$ cat src/sv/rdlr_pkg.sv
// Shared types, constants and trig table for the rotated DDA line rasterizer.
// Used by the controller, the datapath and the top level.
package rdlr_pkg;

    localparam int COORD_BITS = 10;
    localparam int FRAC_BITS  = 16;
    localparam int TRIG_BITS  = 14;
    localparam int ACC_BITS   = COORD_BITS + FRAC_BITS + 2;
    localparam int STEP_BITS  = FRAC_BITS + 2;
    localparam int CNT_BITS   = COORD_BITS + 1;
    localparam int QUO_BITS   = COORD_BITS + FRAC_BITS;
    localparam int DIV_CNT_BITS = $clog2(QUO_BITS + 1);
    localparam int OUT_BITS   = 12;
    localparam int DEG_BITS   = 9;
    localparam int CFG_IDX_BITS = 2;
    localparam int CFG_DATA_BITS = 10;

    localparam logic [CFG_IDX_BITS-1:0] CFG_PIVOT_X  = 2'd0;
    localparam logic [CFG_IDX_BITS-1:0] CFG_PIVOT_Y  = 2'd1;
    localparam logic [CFG_IDX_BITS-1:0] CFG_ROTATION = 2'd2;

    localparam logic OP_LOAD = 1'b0;
    localparam logic OP_STEP = 1'b1;

    typedef struct packed {
        logic load;
        logic div_step;
        logic emit;
        logic advance;
        logic rot_start;
    } t_cmd;

    typedef struct packed {
        logic div_done;
        logic points_zero;
    } t_status;

    function automatic logic [14:0] quarter_sin(input logic [6:0] d);
        logic [14:0] t [0:90];
        t = '{
            15'd0, 15'd286, 15'd572, 15'd857, 15'd1143, 15'd1428, 15'd1713, 15'd1997,
            15'd2280, 15'd2563, 15'd2845, 15'd3126, 15'd3406, 15'd3686, 15'd3964,
            15'd4240, 15'd4516, 15'd4790, 15'd5063, 15'd5334, 15'd5604, 15'd5872,
            15'd6138, 15'd6402, 15'd6664, 15'd6924, 15'd7182, 15'd7438, 15'd7692,
            15'd7943, 15'd8192, 15'd8438, 15'd8682, 15'd8923, 15'd9162, 15'd9397,
            15'd9630, 15'd9860, 15'd10087, 15'd10311, 15'd10531, 15'd10749,
            15'd10963, 15'd11174, 15'd11381, 15'd11585, 15'd11786, 15'd11982,
            15'd12176, 15'd12365, 15'd12551, 15'd12733, 15'd12911, 15'd13085,
            15'd13255, 15'd13421, 15'd13583, 15'd13741, 15'd13894, 15'd14044,
            15'd14189, 15'd14330, 15'd14466, 15'd14598, 15'd14726, 15'd14849,
            15'd14968, 15'd15082, 15'd15191, 15'd15296, 15'd15396, 15'd15491,
            15'd15582, 15'd15668, 15'd15749, 15'd15826, 15'd15897, 15'd15964,
            15'd16026, 15'd16083, 15'd16135, 15'd16182, 15'd16225, 15'd16262,
            15'd16294, 15'd16322, 15'd16344, 15'd16362, 15'd16374, 15'd16382,
            15'd16384};
        if (d > 7'd90) begin
            return 15'd0;
        end
        return t[d];
    endfunction

    // Degree argument is already reduced below 360.
    function automatic logic signed [15:0] sin_q14(input logic [8:0] deg);
        logic [14:0] m;
        logic        neg;
        m = '0;
        neg = 1'b0;
        if (deg <= 9'd90) begin
            m = quarter_sin(deg[6:0]);
        end else if (deg <= 9'd180) begin
            m = quarter_sin(7'(9'd180 - deg));
        end else if (deg <= 9'd270) begin
            m = quarter_sin(7'(deg - 9'd180));
            neg = 1'b1;
        end else begin
            m = quarter_sin(7'(9'd360 - deg));
            neg = 1'b1;
        end
        return neg ? -$signed({1'b0, m}) : $signed({1'b0, m});
    endfunction

endpackage

$ cat src/sv/rotated_dda_line_raster_core.sv
// Rotated DDA line rasterizer: a load item fixes a segment, each step item
// yields one rotated raster point. The top level holds the configuration
// registers and the output register. Uses rdlr_pkg, rdlr_ctrl and rdlr_dp.
//
// Input channel: i_valid/o_stall with i_opcode and the four endpoints.
// Output channel: o_valid/i_stall with o_point_x, o_point_y, o_last_point.
// Configuration: i_cfg_valid/o_cfg_ready, i_cfg_index, i_cfg_data; always ready.
// A load computes the two increments in two restoring dividers that share one
// divisor; each produces one quotient bit per cycle over 26 bits.
// A step item that has a point pending registers the offsets and trig values,
// then the four multiplier products, then sums, truncates, saturates and loads
// the output register. A step with nothing pending gives no result.
// The input stalls while an item is at work.
// When the receiver stalls, the finished point waits in the output register;
// a following point waits in the datapath until the register frees up.
// Reset clears the segment, sets the pivot to (200,200) and the angle to 0.
module rotated_dda_line_raster_core import rdlr_pkg::*; (
    input  logic                       i_clk,
    input  logic                       i_rst_n,
    input  logic                       i_valid,
    output logic                       o_stall,
    input  logic                       i_opcode,
    input  logic [COORD_BITS-1:0]      i_start_x,
    input  logic [COORD_BITS-1:0]      i_start_y,
    input  logic [COORD_BITS-1:0]      i_end_x,
    input  logic [COORD_BITS-1:0]      i_end_y,
    output logic                       o_valid,
    input  logic                       i_stall,
    output logic signed [OUT_BITS-1:0] o_point_x,
    output logic signed [OUT_BITS-1:0] o_point_y,
    output logic                       o_last_point,
    input  logic                       i_cfg_valid,
    output logic                       o_cfg_ready,
    input  logic [CFG_IDX_BITS-1:0]    i_cfg_index,
    input  logic [CFG_DATA_BITS-1:0]   i_cfg_data
);

    logic [COORD_BITS-1:0] r_pivot_x, r_pivot_y;
    logic [DEG_BITS-1:0]   r_rotation;
    logic                  r_valid;
    t_cmd                  w_cmd;
    t_status               w_status;
    logic                  w_busy;

    assign o_cfg_ready = 1'b1;
    assign o_valid = r_valid;
    assign w_busy = r_valid && i_stall;

    always_ff @(posedge i_clk) begin
        if (!i_rst_n) begin
            r_pivot_x <= COORD_BITS'(200);
            r_pivot_y <= COORD_BITS'(200);
            r_rotation <= '0;
            r_valid <= 1'b0;
        end else begin
            if (i_cfg_valid) begin
                unique case (i_cfg_index)
                    CFG_PIVOT_X:  r_pivot_x <= i_cfg_data;
                    CFG_PIVOT_Y:  r_pivot_y <= i_cfg_data;
                    CFG_ROTATION: r_rotation <= i_cfg_data[DEG_BITS-1:0];
                    default: ;
                endcase
            end
            if (w_cmd.emit) begin
                r_valid <= 1'b1;
            end else if (!i_stall) begin
                r_valid <= 1'b0;
            end
        end
    end

    rdlr_ctrl u_ctrl (
        .i_clk      (i_clk),
        .i_rst_n    (i_rst_n),
        .i_valid    (i_valid),
        .o_stall    (o_stall),
        .i_opcode   (i_opcode),
        .i_out_busy (w_busy),
        .i_status   (w_status),
        .o_cmd      (w_cmd)
    );

    rdlr_dp u_dp (
        .i_clk          (i_clk),
        .i_rst_n        (i_rst_n),
        .i_cmd          (w_cmd),
        .o_status       (w_status),
        .i_start_x      (i_start_x),
        .i_start_y      (i_start_y),
        .i_end_x        (i_end_x),
        .i_end_y        (i_end_y),
        .i_pivot_x      (r_pivot_x),
        .i_pivot_y      (r_pivot_y),
        .i_rotation_deg (r_rotation),
        .o_px           (o_point_x),
        .o_py           (o_point_y),
        .o_last         (o_last_point)
    );

endmodule

$ cat src/sv/rdlr_ctrl.sv
// Controller state machine of the rotated DDA line rasterizer.
// Depends on rdlr_pkg for the command and status structs.
module rdlr_ctrl import rdlr_pkg::*; (
    input  logic    i_clk,
    input  logic    i_rst_n,
    input  logic    i_valid,
    output logic    o_stall,
    input  logic    i_opcode,
    input  logic    i_out_busy,
    input  t_status i_status,
    output t_cmd    o_cmd
);

    typedef enum logic [3:0] {
        S_IDLE = 4'b0001,
        S_DIV  = 4'b0010,
        S_ROT  = 4'b0100,
        S_EMIT = 4'b1000
    } t_state;

    t_state r_state, n_state;
    logic   w_acc;

    assign o_stall = (r_state != S_IDLE);
    assign w_acc = i_valid && (r_state == S_IDLE);

    always_comb begin
        n_state = r_state;
        o_cmd = '0;
        unique case (r_state)
            S_IDLE: begin
                if (w_acc) begin
                    if (i_opcode == OP_LOAD) begin
                        o_cmd.load = 1'b1;
                        n_state = S_DIV;
                    end else if (!i_status.points_zero) begin
                        o_cmd.rot_start = 1'b1;
                        n_state = S_ROT;
                    end
                end
            end
            S_DIV: begin
                o_cmd.div_step = 1'b1;
                if (i_status.div_done) begin
                    n_state = S_IDLE;
                end
            end
            S_ROT: begin
                n_state = S_EMIT;
            end
            S_EMIT: begin
                if (!i_out_busy) begin
                    o_cmd.emit = 1'b1;
                    o_cmd.advance = 1'b1;
                    n_state = S_IDLE;
                end
            end
            default: n_state = S_IDLE;
        endcase
    end

    always_ff @(posedge i_clk) begin
        if (!i_rst_n) begin
            r_state <= S_IDLE;
        end else begin
            r_state <= n_state;
        end
    end

endmodule

$ cat src/sv/rdlr_dp.sv
// Datapath of the rotated DDA line rasterizer: accumulators, two restoring
// dividers sharing one divisor for the increments, and the rotation multipliers. Uses rdlr_pkg.
module rdlr_dp import rdlr_pkg::*; (
    input  logic                        i_clk,
    input  logic                        i_rst_n,
    input  t_cmd                        i_cmd,
    output t_status                     o_status,
    input  logic [COORD_BITS-1:0]       i_start_x,
    input  logic [COORD_BITS-1:0]       i_start_y,
    input  logic [COORD_BITS-1:0]       i_end_x,
    input  logic [COORD_BITS-1:0]       i_end_y,
    input  logic [COORD_BITS-1:0]       i_pivot_x,
    input  logic [COORD_BITS-1:0]       i_pivot_y,
    input  logic [DEG_BITS-1:0]         i_rotation_deg,
    output logic signed [OUT_BITS-1:0]  o_px,
    output logic signed [OUT_BITS-1:0]  o_py,
    output logic                        o_last
);

    logic signed [ACC_BITS-1:0]  r_acc_x, r_acc_y;
    logic signed [STEP_BITS-1:0] r_step_x, r_step_y;
    logic [CNT_BITS-1:0]         r_left;
    logic [COORD_BITS-1:0]       r_mag_x, r_mag_y, r_div;
    logic                        r_neg_x, r_neg_y;
    logic [QUO_BITS-1:0]         r_qx, r_qy;
    logic [COORD_BITS:0]         r_rx, r_ry;
    logic [DIV_CNT_BITS-1:0]     r_cnt;
    logic signed [COORD_BITS+2:0] r_ox, r_oy;
    logic signed [15:0]          r_sin, r_cos;
    logic signed [31:0]          r_m0, r_m1, r_m2, r_m3;

    logic signed [COORD_BITS:0]  w_dx, w_dy;
    logic [COORD_BITS-1:0]       w_ax, w_ay, w_steps;
    logic [COORD_BITS+1:0]       w_tx, w_ty;
    logic                        w_bit;
    logic [$clog2(COORD_BITS)-1:0] w_bsel;
    logic [8:0]                  w_deg, w_deg90;
    logic signed [ACC_BITS-1:0]  w_nax, w_nay;
    logic signed [COORD_BITS+2:0] w_pxi, w_pyi;
    logic signed [33:0]          w_vx, w_vy;
    logic signed [33:0]          w_tvx, w_tvy;

    function automatic logic signed [ACC_BITS-1:0] trunc_frac(
        input logic signed [ACC_BITS-1:0] v);
        logic [ACC_BITS-1:0] m;
        m = v[ACC_BITS-1] ? ACC_BITS'(-v) : v;
        m = m >> FRAC_BITS;
        return v[ACC_BITS-1] ? -$signed(m) : $signed(m);
    endfunction

    function automatic logic signed [OUT_BITS-1:0] fin(input logic signed [33:0] v);
        logic [33:0]        m;
        logic signed [33:0] t;
        m = v[33] ? 34'(-v) : v;
        m = m >> TRIG_BITS;
        t = v[33] ? -$signed(m) : $signed(m);
        if (t < -34'sd2048) return -12'sd2048;
        if (t > 34'sd2047) return 12'sd2047;
        return t[OUT_BITS-1:0];
    endfunction

    assign w_dx = $signed({1'b0, i_end_x}) - $signed({1'b0, i_start_x});
    assign w_dy = $signed({1'b0, i_end_y}) - $signed({1'b0, i_start_y});
    assign w_ax = w_dx[COORD_BITS] ? COORD_BITS'(-w_dx) : w_dx[COORD_BITS-1:0];
    assign w_ay = w_dy[COORD_BITS] ? COORD_BITS'(-w_dy) : w_dy[COORD_BITS-1:0];
    assign w_steps = (w_ax > w_ay) ? w_ax : w_ay;

    assign w_bit = r_cnt < DIV_CNT_BITS'(COORD_BITS);
    assign w_bsel = ($clog2(COORD_BITS))'(COORD_BITS - 1)
                    - r_cnt[$clog2(COORD_BITS)-1:0];
    assign w_tx = {r_rx, w_bit ? r_mag_x[w_bsel] : 1'b0};
    assign w_ty = {r_ry, w_bit ? r_mag_y[w_bsel] : 1'b0};

    assign o_status.div_done = (r_cnt == DIV_CNT_BITS'(QUO_BITS - 1));
    assign o_status.points_zero = (r_left == '0);

    assign w_deg = (i_rotation_deg >= 9'd360) ? 9'(i_rotation_deg - 9'd360) : i_rotation_deg;
    assign w_deg90 = (w_deg >= 9'd270) ? 9'(w_deg - 9'd270) : 9'(w_deg + 9'd90);

    assign w_nax = trunc_frac(r_acc_x);
    assign w_nay = trunc_frac(r_acc_y);
    assign w_pxi = (COORD_BITS+3)'(w_nax) - $signed({3'b0, i_pivot_x});
    assign w_pyi = (COORD_BITS+3)'(w_nay) - $signed({3'b0, i_pivot_y});

    assign w_tvx = $signed({10'b0, i_pivot_x, 14'b0});
    assign w_tvy = $signed({10'b0, i_pivot_y, 14'b0});
    assign w_vx = w_tvx + 34'(r_m0) - 34'(r_m1);
    assign w_vy = w_tvy + 34'(r_m2) + 34'(r_m3);

    always_ff @(posedge i_clk) begin
        if (!i_rst_n) begin
            r_acc_x <= '0;
            r_acc_y <= '0;
            r_step_x <= '0;
            r_step_y <= '0;
            r_left <= '0;
            r_cnt <= '0;
        end else begin
            if (i_cmd.load) begin
                r_acc_x <= $signed({2'b0, i_start_x, {FRAC_BITS{1'b0}}});
                r_acc_y <= $signed({2'b0, i_start_y, {FRAC_BITS{1'b0}}});
                r_left <= CNT_BITS'(w_steps);
                r_mag_x <= w_ax;
                r_mag_y <= w_ay;
                r_neg_x <= w_dx[COORD_BITS];
                r_neg_y <= w_dy[COORD_BITS];
                r_div <= w_steps;
                r_rx <= '0;
                r_ry <= '0;
                r_qx <= '0;
                r_qy <= '0;
                r_cnt <= '0;
            end
            if (i_cmd.div_step) begin
                if (w_tx >= {2'b0, r_div} && r_div != '0) begin
                    r_rx <= (COORD_BITS+1)'(w_tx - {2'b0, r_div});
                    r_qx <= {r_qx[QUO_BITS-2:0], 1'b1};
                end else begin
                    r_rx <= w_tx[COORD_BITS:0];
                    r_qx <= {r_qx[QUO_BITS-2:0], 1'b0};
                end
                if (w_ty >= {2'b0, r_div} && r_div != '0) begin
                    r_ry <= (COORD_BITS+1)'(w_ty - {2'b0, r_div});
                    r_qy <= {r_qy[QUO_BITS-2:0], 1'b1};
                end else begin
                    r_ry <= w_ty[COORD_BITS:0];
                    r_qy <= {r_qy[QUO_BITS-2:0], 1'b0};
                end
                r_cnt <= o_status.div_done ? '0 : DIV_CNT_BITS'(r_cnt + 1'b1);
                if (o_status.div_done) begin
                    r_step_x <= r_neg_x ? -$signed({1'b0, r_qx[STEP_BITS-3:0], 1'b0})
                        - $signed(STEP_BITS'(w_tx >= {2'b0, r_div} && r_div != '0))
                        : $signed({1'b0, r_qx[STEP_BITS-3:0],
                                   w_tx >= {2'b0, r_div} && r_div != '0});
                    r_step_y <= r_neg_y ? -$signed({1'b0, r_qy[STEP_BITS-3:0], 1'b0})
                        - $signed(STEP_BITS'(w_ty >= {2'b0, r_div} && r_div != '0))
                        : $signed({1'b0, r_qy[STEP_BITS-3:0],
                                   w_ty >= {2'b0, r_div} && r_div != '0});
                end
            end
            if (i_cmd.advance) begin
                r_acc_x <= r_acc_x + ACC_BITS'(r_step_x);
                r_acc_y <= r_acc_y + ACC_BITS'(r_step_y);
                r_left <= CNT_BITS'(r_left - 1'b1);
            end
        end
    end

    always_ff @(posedge i_clk) begin
        if (i_cmd.rot_start) begin
            r_ox <= w_pxi;
            r_oy <= w_pyi;
            r_sin <= sin_q14(w_deg);
            r_cos <= sin_q14(w_deg90);
        end else begin
            r_m0 <= 32'(r_ox * r_cos);
            r_m1 <= 32'(r_oy * r_sin);
            r_m2 <= 32'(r_ox * r_sin);
            r_m3 <= 32'(r_oy * r_cos);
        end
        if (i_cmd.emit) begin
            o_px <= fin(w_vx);
            o_py <= fin(w_vy);
            o_last <= (r_left == CNT_BITS'(1));
        end
    end

endmodule

$ cat config.mk
export PLATFORM = sky130hd
export DESIGN_NAME = rotated_dda_line_raster_core
export DESIGN_NICKNAME = d
export VERILOG_FILES = /design/src/sv/rdlr_pkg.sv /design/src/sv/rotated_dda_line_raster_core.sv /design/src/sv/rdlr_ctrl.sv /design/src/sv/rdlr_dp.sv
export SDC_FILE = /design/constraint.sdc
export NUM_CORES = 2
export LEC_CHECK = 0
export ABC_AREA = 1
export BUFFER_PORTS_ARGS = -buffer_cell sky130_fd_sc_hd__clkbuf_2
export CAP_MARGIN = 20
export CORE_MARGIN = 2
export CORE_UTILIZATION = 55
export DETAILED_ROUTE_END_ITERATION = 16
export PLACE_DENSITY = 0.71
export SETUP_SLACK_MARGIN = 0.3
export SYNTH_ARGS = -nofsm -noshare
export SYNTH_HDL_FRONTEND = slang
export SYNTH_SLANG_ARGS = --single-unit
$ cat constraint.sdc
create_clock -name i_clk -period 18.9 [get_ports i_clk]
set_clock_uncertainty 0.15 [all_clocks]
set_input_delay 1.89 -clock i_clk [delete_from_list [all_inputs] [get_ports i_clk]]
set_output_delay 1.89 -clock i_clk [all_outputs]
set_load 0.01 [all_outputs]
==> results.py <==
metrics = {
    "status": {
        "status": "complete, no violations",
    },
    "synthesis": {
        "synth-async-reset-ratio_pct": 0,
        "ys_seq_elements": 427,
        "syn_area_um2": 75500,
        "ys_types": 70,
        "ys.flop_type": "edfxtp_1",
        "synth_top_cell_area_share_pct": 21.5,
        "synth_nets": 12400,
        "synth.yosys.warnings": 0,
        "synth_edf_count": 285,
        "synth_common_cells": "3034 x nand2_1, 1971 x inv_1, 812 x fa_1",
        "syn_inst": 10900,
        "yosysMostFrequentCell": "nand2_1",
        "synth_area_leaders": "fa_1 22%, nand2_1 15%, edfxtp_1 11%",
        "yosysTopAreaCell": "fa_1",
        "synth_area_per_cell_um2": 6.91,
        "yosysSeqAreaShare_pct": 15.1,
    },
    "run": {
        "maxCapViolCount": 0,
    },
    "grt": {
        "grt_max_degree": 79,
        "antenna_found_initial": 8,
        "grt-ovfl-total": 0,
        "grt_pass1_wl_mm": 426,
        "grt_pass1_vias": 72200,
        "grt_use_total_pct": 39.2,
    },
    "floorplan": {
        "start_util_pct": 55.6,
        "core_um2": 136000,
        "dieArea_um2": 140000,
        "die_h_um": 375,
        "rows": 135,
        "boundaryPins": 86,
        "fp.dieW_um": 375,
    },
    "clocking": {
        "cts.clk_slew.worst_paths_ns": 0.06,
        "cts_resized": 0,
        "cts_setup_buffers": 0,
        "clkSinkCount": 427,
        "clk_path_buf_depth": 3,
        "cts_htree_levels": 2,
        "root_buffer": "clkbuf_16",
        "cts_made_buffers": 55,
        "clock_latency_ns": 0.73,
        "tritoncts": "done",
        "hold_buffers": 0,
    },
    "timing": {
        "slew_headroom_pct": 18.8,
        "slew_viol_final": 0,
        "fin_crit_ns": 7.89,
        "setup_viol": 0,
        "hold_viol": 0,
        "layout_setup_ws_ns": 11.01,
        "fin_tns_setup_ns": 0,
        "fin_crit_sh_pct": 41.7,
        "worst_pin_slew_ns": 1.22,
        "rsz0062_at_grt": "no",
        "fmax_mhz": 127,
    },
    "drt": {
        "highest_layer": "met5",
        "wl_met3_mm": 27.4,
        "m1WireLength_mm": 113,
        "drc": 0,
        "drt_iter0_drc": 8550,
        "antenna_left": 0,
        "vias": 74000,
        "first_pass_iters": 9,
        "wirelength_mm": 276,
        "avgViaCountPerCell": 5.89,
        "wl_met2_mm": 119,
        "wl_per_cell_um": 22.0,
    },
    "worst_setup_path": {
        "crit_fanout": 25,
        "r2r_start": "u_dp.r_sin[5]",
        "critical_path_required_ns": 19.14,
        "critPathCaptureType": "flip-flop",
        "ff2ff_path_depth": 25,
        "rr_endpoint": "u_dp.r_m1[27]",
        "crit_arrival_ns": 8.12,
        "crit_start": "u_dp.r_sin[5]",
        "start_kind": "flip-flop",
        "r2r_setup_slack_ns": 11.01,
        "criticalPathCategory": "flip-flop to flip-flop",
        "worstSetupEndpoint": "u_dp.r_m1[27]",
    },
    "placed_design": {
        "gp_congestion": 1.07,
        "place_ws_ns": 11.24,
        "place_hpwl_mm": 210,
        "numPortBuffers": 84,
    },
    "finish": {
        "fill_cells": 12900,
        "nets": 12200,
        "area_growth_pct": 4.93,
        "layout-drive-gt1-share_pct": 3.89,
    },
    "hold_path": {
        "worstHoldPathType": "flip-flop to flip-flop",
        "hold_depth": 2,
    },
}
-- stage by stage --
step	util [%]	hold slack, ns	instance area (um^2)	std cells
floorplan	-	0.299	75500	10900
global placement	56.9	0.314	77300	12500
detailed placement	56.9	0.319	77300	12500
CTS	58.3	0.329	79200	12600
global route	58.4	0.344	79200	12600
finish	58.4	0.329	79300	12600
-- state kept, by name, indices dropped and copies added (netlist names), 18 cells and up --
| name | cells |
|---|---|
| u_dp.r_acc_x | 28 |
| u_dp.r_m3 | 29 |
| u_dp.r_m1 | 29 |
| u_dp.r_m2 | 29 |
| u_dp.r_step_y | 18 |
| u_dp.r_acc_y | 28 |
| u_dp.r_step_x | 18 |
| u_dp.r_m0 | 29 |
-- placed cells by master (no fill, tap or decap), types with 16 or more instances in the layout --
| cell type | instances |
|---|---|
| buf_4 | 124 |
| nand3_1 | 605 |
| xnor2_1 | 84 |
| dfxtp_1 | 142 |
| ha_1 | 614 |
| edfxtp_1 | 285 |
| inv_1 | 1969 |
| clkbuf_16 | 58 |
| o221ai_1 | 20 |
| nand4_1 | 121 |
| fa_1 | 812 |
| clkbuf_2 | 84 |
| o21bai_1 | 18 |
| nand2_1 | 3034 |
| a211oi_1 | 22 |
| a21oi_1 | 639 |
| a31oi_1 | 66 |
| o211ai_1 | 72 |
| inv_2 | 23 |
| nor2_1 | 783 |
| nand2_2 | 21 |
| o22ai_1 | 35 |
| o21ai_1 | 28 |
| o311ai_0 | 16 |
| o21ai_0 | 574 |
| nor3_1 | 73 |
| or2_2 | 23 |
| xor2_1 | 216 |
-- critical path, cell delays in order (launching register included) --
cell	delay, ns
edfxtp_1	1.01
nand2_1	0.20
fa_1	0.59
inv_1	0.06
fa_1	0.50
fa_1	0.52
inv_1	0.05
fa_1	0.46
fa_1	0.54
inv_1	0.04
ha_1	0.29
ha_1	0.35
a21oi_1	0.16
nand2_1	0.10
a21oi_1	0.16
o21bai_1	0.11
a21o_1	0.17
a21oi_1	0.23
o21ai_0	0.21
a31oi_1	0.29
o21ai_0	0.19
a21boi_0	0.35
o21ai_0	0.19
a21boi_0	0.31
o21ai_0	0.15
xor2_1	0.17
-- per-layer routing --
layer | up-vias | global-route usage (%)
li1 | 34000 | -
met2 | 3856 | 59.4
met5 | - | 0
met3 | 785 | 7.34
met4 | 6 | 20.7
met1 | 35400 | 53.2
-- layout make-up --
class                      instances  area, um^2  share of cell area, %
timing repair buffer             211        1390                   1.76
multi-input combinational       8049       54800                   69.1
tap                             1781        2230                   2.81
inverter                        2005        7530                   9.50
sequential                       427       11400                   14.4
clock inverter                    36         399                  0.504
clock buffer                      67        1510                   1.90
antenna                            2        5.00                0.00631
-- worst min-delay path by stage --
stage | startpoint | endpoint
global placement | u_dp.r_left[10] | u_dp.r_left[10]
finish | u_dp.r_step_y[15] | u_dp.r_step_y[15]
CTS | u_dp.r_step_y[12] | u_dp.r_step_y[12]
detailed placement | u_dp.r_step_y[15] | u_dp.r_step_y[15]
global route | u_dp.r_step_y[15] | u_dp.r_step_y[15]
floorplan | u_dp.r_left[10] | u_dp.r_left[10]
-- cells by family after synthesis --
logic type,count (synthesis),synth area share (%)
other cells,1,0.00497
fa+ha+maj,1429,31.7
xor+xnor,304,3.54
mux,3,0.0414
compound gates,1584,11.6
flops,427,15.1
simple gates,4728,25.5
buf+inv,2456,12.5
Power is not shown: default switching activity piles up to over one toggle a cycle in this logic, so the estimate is an artifact.
